==> config.mk <==
export PLATFORM = sky130hd
export DESIGN_NAME = srnw_ctrl
export DESIGN_NICKNAME = d
export VERILOG_FILES = /design/src/hdl/srnw_pkg.sv /design/src/hdl/srnw_ctrl.sv
export SDC_FILE = /design/constraint.sdc
export NUM_CORES = 1
export LEC_CHECK = 0
export ABC_AREA = 1
export BUFFER_PORTS_ARGS = -buffer_cell sky130_fd_sc_hd__buf_4
export CAP_MARGIN = 10
export CORE_AREA = 2 2 39 41
export CTS_CLUSTER_DIAMETER = 60
export DETAILED_ROUTE_END_ITERATION = 8
export DIE_AREA = 0 0 41 43
export GPL_ROUTABILITY_DRIVEN = 0
export SKIP_CTS_REPAIR_TIMING = 1
export SLEW_MARGIN = 20
export SYNTH_ARGS = -nofsm -noshare
export SYNTH_HDL_FRONTEND = slang
export SYNTH_SLANG_ARGS = --single-unit
==> constraint.sdc <==
create_clock -name clock -period 1.55 [get_ports clock]
set_input_delay 0.0775 -clock clock [delete_from_list [all_inputs] [get_ports clock]]
set_output_delay 0.0775 -clock clock [all_outputs]
set_load 0.03 [all_outputs]
==> src/hdl/srnw_pkg.sv <==
// Shared types, constants and codes for the sensor registry block.
// No dependencies; every other file imports this package.
package srnw_pkg;

   localparam int TABLE_DEPTH = 8;
   localparam int IDX_W = (TABLE_DEPTH > 1) ? $clog2(TABLE_DEPTH) : 1;
   localparam int CNT_W = $clog2(TABLE_DEPTH + 1);
   localparam int DIV_W = 6;

   localparam logic [15:0] MAGIC_RESET  = 16'd48878;
   localparam logic [31:0] PERIOD_RESET = 32'd120000;

   typedef enum logic [1:0] {
      CMD_ADVERT = 2'd0,
      CMD_WINDOW = 2'd1,
      CMD_COUNT  = 2'd2,
      CMD_READ   = 2'd3
   } cmd_type;

   typedef enum logic [2:0] {
      ST_UPDATED    = 3'd0,
      ST_REGISTERED = 3'd1,
      ST_FULL       = 3'd2,
      ST_REJECTED   = 3'd3,
      ST_BAD_INDEX  = 3'd4,
      ST_OK         = 3'd5
   } status_type;

   typedef enum logic [1:0] {
      UNIT_1000HZ = 2'd0,
      UNIT_64HZ   = 2'd1,
      UNIT_1HZ    = 2'd2,
      UNIT_100HZ  = 2'd3
   } unit_type;

   typedef enum logic {
      CSR_MAGIC  = 1'b0,
      CSR_PERIOD = 1'b1
   } csr_type;

   typedef enum logic [2:0] {
      FSM_IDLE,
      FSM_DISPATCH,
      FSM_ADV_EVAL,
      FSM_ADV_WRITE,
      FSM_SCAN,
      FSM_DIV,
      FSM_ROLL,
      FSM_DONE
   } fsm_type;

   typedef struct packed {
      logic [1:0]  command;
      logic [63:0] now_ms;
      logic [47:0] sensor_address;
      logic        name_ok;
      logic [15:0] magic;
      logic [3:0]  metric_type;
      logic [1:0]  timer_unit;
      logic [31:0] next_transmission;
      logic [31:0] payload;
      logic [3:0]  entry_index;
   } req_type;

   typedef struct packed {
      logic [2:0]  status;
      logic [63:0] window_time;
      logic [15:0] advert_tally;
      logic [3:0]  sensor_count;
      logic [47:0] entry_address;
      logic [3:0]  entry_type;
      logic [31:0] entry_payload;
      logic [63:0] entry_last_receive;
      logic [63:0] entry_next_announce;
   } rsp_type;

   typedef struct packed {
      logic load_req;
      logic adv_eval;
      logic adv_write;
      logic scan_step;
      logic div_start;
      logic div_step;
      logic roll_done;
      logic rsp_load;
   } ctl_cmd_type;

   typedef struct packed {
      cmd_type command;
      logic    scan_end;
      logic    need_div;
      logic    div_last;
   } ctl_sts_type;

endpackage

==> src/hdl/srnw_ctrl.sv <==
// Controller state machine for the sensor registry.
// Depends on srnw_pkg; drives command strobes to srnw_datapath.
module srnw_ctrl import srnw_pkg::*; (
   input  logic        clock,
   input  logic        reset,
   input  logic        req_valid,
   output logic        req_ready,
   output logic        rsp_valid,
   input  logic        rsp_ready,
   input  ctl_sts_type sts,
   output ctl_cmd_type cmd
);

   fsm_type state_ff, state_in;
   logic    rsp_valid_ff, rsp_valid_in;
   logic    out_free;

   assign out_free  = !rsp_valid_ff || rsp_ready;
   assign req_ready = (state_ff == FSM_IDLE);
   assign rsp_valid = rsp_valid_ff;

   // next state; DISPATCH routes on the command held in the item register
   always_comb begin
      state_in = state_ff;
      unique case (state_ff)
         FSM_IDLE: begin
            if (req_valid) state_in = FSM_DISPATCH;
         end
         FSM_DISPATCH: begin
            unique case (sts.command)
               CMD_ADVERT:          state_in = FSM_ADV_EVAL;
               CMD_WINDOW:          state_in = FSM_SCAN;
               CMD_COUNT, CMD_READ: state_in = FSM_DONE;
            endcase
         end
         FSM_ADV_EVAL:  state_in = FSM_ADV_WRITE;
         FSM_ADV_WRITE: state_in = FSM_DONE;
         FSM_SCAN: begin
            priority if (sts.scan_end) state_in = FSM_DONE;
            else if (sts.need_div)     state_in = FSM_DIV;
         end
         FSM_DIV: begin
            if (sts.div_last) state_in = FSM_ROLL;
         end
         FSM_ROLL: state_in = FSM_SCAN;
         FSM_DONE: begin
            if (out_free) state_in = FSM_IDLE;
         end
         default: state_in = FSM_IDLE;
      endcase
   end

   // command strobes
   always_comb begin
      cmd              = '0;
      cmd.load_req     = (state_ff == FSM_IDLE) && req_valid;
      cmd.adv_eval     = (state_ff == FSM_ADV_EVAL);
      cmd.adv_write    = (state_ff == FSM_ADV_WRITE);
      cmd.scan_step    = (state_ff == FSM_SCAN) && !sts.scan_end && !sts.need_div;
      cmd.div_start    = (state_ff == FSM_SCAN) && !sts.scan_end && sts.need_div;
      cmd.div_step     = (state_ff == FSM_DIV);
      cmd.roll_done    = (state_ff == FSM_ROLL);
      cmd.rsp_load     = (state_ff == FSM_DONE) && out_free;
      rsp_valid_in     = cmd.rsp_load || (rsp_valid_ff && !rsp_ready);
   end

   always_ff @(posedge clock) begin
      if (reset) begin
         state_ff     <= FSM_IDLE;
         rsp_valid_ff <= 1'b0;
      end else begin
         state_ff     <= state_in;
         rsp_valid_ff <= rsp_valid_in;
      end
   end

   ap_load_valid: assert property (@(posedge clock) disable iff (reset)
      cmd.rsp_load |=> rsp_valid_ff)
      else $error("result not presented after load");
   ap_roll_scan: assert property (@(posedge clock) disable iff (reset)
      (state_ff == FSM_ROLL) |=> (state_ff == FSM_SCAN))
      else $error("roll step did not return to scan");
   ap_busy: assert property (@(posedge clock) disable iff (reset)
      cmd.load_req |=> !req_ready)
      else $error("accepted a word while busy");

endmodule

Word level (Yosys, flattened, before mapping)
Cells that the tools add are included.

Reduce and logical (&&, ||, !) cells: 16. Equality and inequality tests: 14. Mux-type cells: 7.

Operator list (count): $pmux W3 S8 (1); $mux W3 (5); $eq A3 B3 Y1 const B (4); $pmux W3 S3 (1); $eq A3 B2 Y1 const B (2); $logic_and A1 B1 Y1 (6); $ne A2 B2 Y1 const B (3); $eq A2 B2 Y1 const B (2); $logic_not A1 Y1 (4); $reduce_and A4 Y1 (1); $eq A3 B1 Y1 const B (1); $logic_not A3 Y1 (1); $ne A3 B3 Y1 const B (1); $eq A2 B1 Y1 const B (1); $logic_not A2 Y1 (1); $logic_or A1 B1 Y1 (2); $reduce_or A2 Y1 (1).

Output and inout port bits: 10. Register bits after elaboration: 4. Logic and storage cells: 39. Input bits: 9.

Depth between registers and ports, before layout
Word-level depth: 4. Gate-level depth with buffers: 8. Gate-level depth less buffers: 7.

Worst setup path before layout
OpenSTA, ideal clock, no wires.

Path kind: register -> output. Start point: register state_ff[2]. End point: output port cmd[3] (netlist bit). Path slack: -0.055 ns. Arrival: 1.527 ns. Buffers on the path: 1. Stages on the path, launching flop included: 4. Data required time: 1.472 ns. Cell sequence: dfxtp_1 -> buf_4 -> clkinv_4 -> nor4_1.

RTL lines: start: declaration (line srnw_ctrl.sv:14) `fsm_type state_ff, state_in;`; start signal: assignment (line srnw_ctrl.sv:72) `state_ff <= state_in;`; end: declaration (line srnw_ctrl.sv:11) `output ctl_cmd_type cmd`.

==> metrics.md <==
| Metric | Value |
|---|---|
| Status | finished clean |
| Syn_area_per_cell | just over 6 um2 |
| HPWL Detailed | slightly above 700 um |
| Placed instance count | 90 |
| Synth cell count leaders | nor2_1 (10), nand2_1 (9), inv_1 (6), nand3_1 (5), dfxtp_1 (4) |
| Gr usage total | 0.126 |
| Sequential area share after synthesis | 0.225 |
| Clk_lat worst skew | 0.24 ns |
| Hold slack final | approximately 0.020 ns |
| Drt drc | 0 |
| Sw Ratio | 0.524 |
| Ys Warns | 0 |
| Max-slew headroom | 0.784 |
| Number of diodes | 0 |
| Critical Path RT | 1.47 ns |
| Syn Inst Count | 57 |
| Hold Crit Class | input port to flip-flop |
| FMAX | around 0.75 GHz |
| Yosys cell types | 22 |
| Int Pwr | 0.000439 W |
| Actual slew at the worst max-slew pin | approximately 0.32 ns |
| Largest net degree at the start of global routing | 10 |
| Area of the mapped netlist | about 360 um2 |
| Final antenna-violating net count | 0 |
| Syn_nets | 66 |
| Core Area | 1380 um2 |
| I/O pins | 19 |
| Top Layer Used | met4 |
| RSZ-0062 raised after global routing | false |
| Clock power share | 0.140 |
| Most common cell in the synthesized netlist | nor2_1 |
| Final Setup Violations | 0 |
| Pwr dens | 1750 nW/um2 |
| CTS Buf Count | 3 |
| Worst Path Max Fanout | 9 |
| Final nets | between 80 and 90 |
| Kind of critical path | flip-flop to output pin |
| Buf+Inv Stages, Crit Path | 2 |
| Setup crit end kind | output pin |
| Via/cell ratio | 4.61 |
| Yosys reg bits | 4 |
| TritonCTS clock tree | done |
| Switching power | between 0.0004 and 0.0005 W |
| Synth top area cells | dfxtp_1 (23%), nor2_1 (11%), nand2_1 (9.5%), nand3_1 (7.0%), inv_1 (6.3%) |
| Fin Setup TNS | 0 ns |
| Clock Skew | between 0.002 and 0.0025 ns |
| Reg2reg start | state_ff[0]$_SDFFE_PP0P_ |
| Std cell rows | 14 |
| Die Span Y | approximately 43 um |
| Critical Path AT | 1.25 ns |
| # H-tree levels | 1 |
| Met2 wire len | 436 um |
| Crit path time final | between 1 and 1.5 ns |
| Hold wc startpoint | reset |
| Peak VDD IR | 0.573 mV |
| Total congestion overflow | 0 |
| Antenna violations before repair | 0 |
| DRT Wirelength | ~870 um |
| Fin. Hold Viols | 0 |
| Post-synth EDFFs | 0 |
| Post-synth top area cell | dfxtp_1 |
| Die ar. | 1760 um2 |
| WL met1 | between 300 and 400 um |
| Die X | ~41 um |
| Fin. max-slew vios | 0 |
| TritonRoute pass-1 iters | 4 |
| Root Buffer | clkbuf_4 |
| Synth Flop Type | dfxtp_1 |
| Post-Layout Cell Count | between 90 and 100 |
| Initial Util | 0.257 |
| DR iter-0 viols | 8 |
| Avg WL per Cell | between 9 and 10 um |
| Clock Tree Buf Depth | 2 |
| Ys async rst share | 0 |
| Crit path launch type | flip-flop |
| Reg power frac | 0.226 |
| # port buffers | 18 |
| Fin crit share | 0.859 |
| Largest delay contributor family on the critical path | flip-flops |
| Worst-path clk slew | around 0.04 ns |
| Slowest cell on the critical path | dfxtp_1 |
| Vias in the first global route | roughly 380 |
| Via count | 429 |
| Synthesis-to-layout area growth | 48.6% |
| Wire length of the first global-routing pass | between 1 and 1.5 mm |
| Critical Path Start | state_ff[0]$_SDFFE_PP0P_ |
| R2R Setup Slk | 0.42 ns |
| Num Clock Sinks | 4 |
| Logic gate share of total power | 0.634 |
| Crit-path cells | nor2_2, inv_2, nor4_2, buf_4 |
| MaxCap Viol Count | 0 |
| Met3 Wirelength | around 47 um |
| Delay of the slowest critical-path stage | approximately 0.39 ns |
| Share of layout cells above drive strength 1 | 0.442 |
| Fill cells | ~160 |
| Yosys top cell area share | 0.225 |
| Cell leakage power | about 0.3 nW |
==> stage by stage <==
step	utilization	total power, W	worst slack [ns]	cell area [um2]
floorplan	-	0.000645	0.190	362
global placement	0.365	0.000794	0.446	505
detailed placement	0.365	0.000797	0.413	505
CTS	0.382	0.000929	0.221	528
global route	0.382	0.000999	0.0996	528
finish	0.382	0.000922	0.218	528
==> worst register-to-register path, stage by stage (launching register included) <==
cell and delay, ns:
dfxtp_1 0.50, nand2_2 0.14, nor2_4 0.11, nand2_2 0.07, nand2_1 0.07, nor2_1 0.04, nand2_1 0.05, a21oi_1 0.05
==> power by group through the flow <==
stage | registers, W | logic (W) | clock network, W
global route | 0.000214 | 0.000642 | 0.000142
detailed placement | 0.000211 | 0.000585 | 0
CTS | 0.000209 | 0.000587 | 0.000133
global placement | 0.000210 | 0.000584 | 0
finish | 0.000208 | 0.000584 | 0.000129
floorplan | 0.000167 | 0.000479 | 0
==> registers in the layout (all words and copies together) (netlist names) <==
name       flops
rsp_valid      1
state_ff       3
==> layout make-up <==
class                      count  area (um2)  area share
inverter                      10        42.5      0.0806
sequential                     4        80.1       0.152
tap                           16        20.0      0.0379
clock buffer                   3        22.5      0.0427
timing repair buffer          19         143       0.270
multi-input combinational     41         220       0.417
==> routing by layer <==
metal	GRT usage	vias to the layer above
met3	0.0314	2
met1	0.145	193
met5	0	-
met2	0.184	11
met4	0.100	0
li1	-	223
==> cells in the final DEF, fill, tap and decap left out, drive strengths merged <==
| master | n |
|---|---|
| buf | 19 |
| nor2 | 12 |
| nand2 | 11 |
| inv | 9 |
| nand3 | 6 |
| dfxtp | 4 |
| nor3 | 3 |
| clkbuf | 3 |
| a21oi | 2 |
| o21ai | 2 |
| clkinv | 1 |
| nor4 | 1 |
| nand4 | 1 |
| a31oi | 1 |
| o21ba | 1 |
| o211ai | 1 |
==> cell families (layout without fill, tap and decap cells) <==
family                 count (synthesis)  after routing  share of synthesized area
AOI/OAI and AO/OA                      7              7                      0.123
buffers and inverters                 12             32                      0.173
DFF                                    4              4                      0.225
and+or+nand+nor                       34             34                      0.479
==> worst paths after layout <==
path / endpoint / depth (start not counted)
min: state_ff[1]$_SDFFE_PP0P_ / 2
min reg2reg: state_ff[1]$_SDFFE_PP0P_ / 4
max: cmd[3] / 4
max reg2reg: state_ff[1]$_SDFFE_PP0P_ / 7
(Power assumes the default switching activity.)
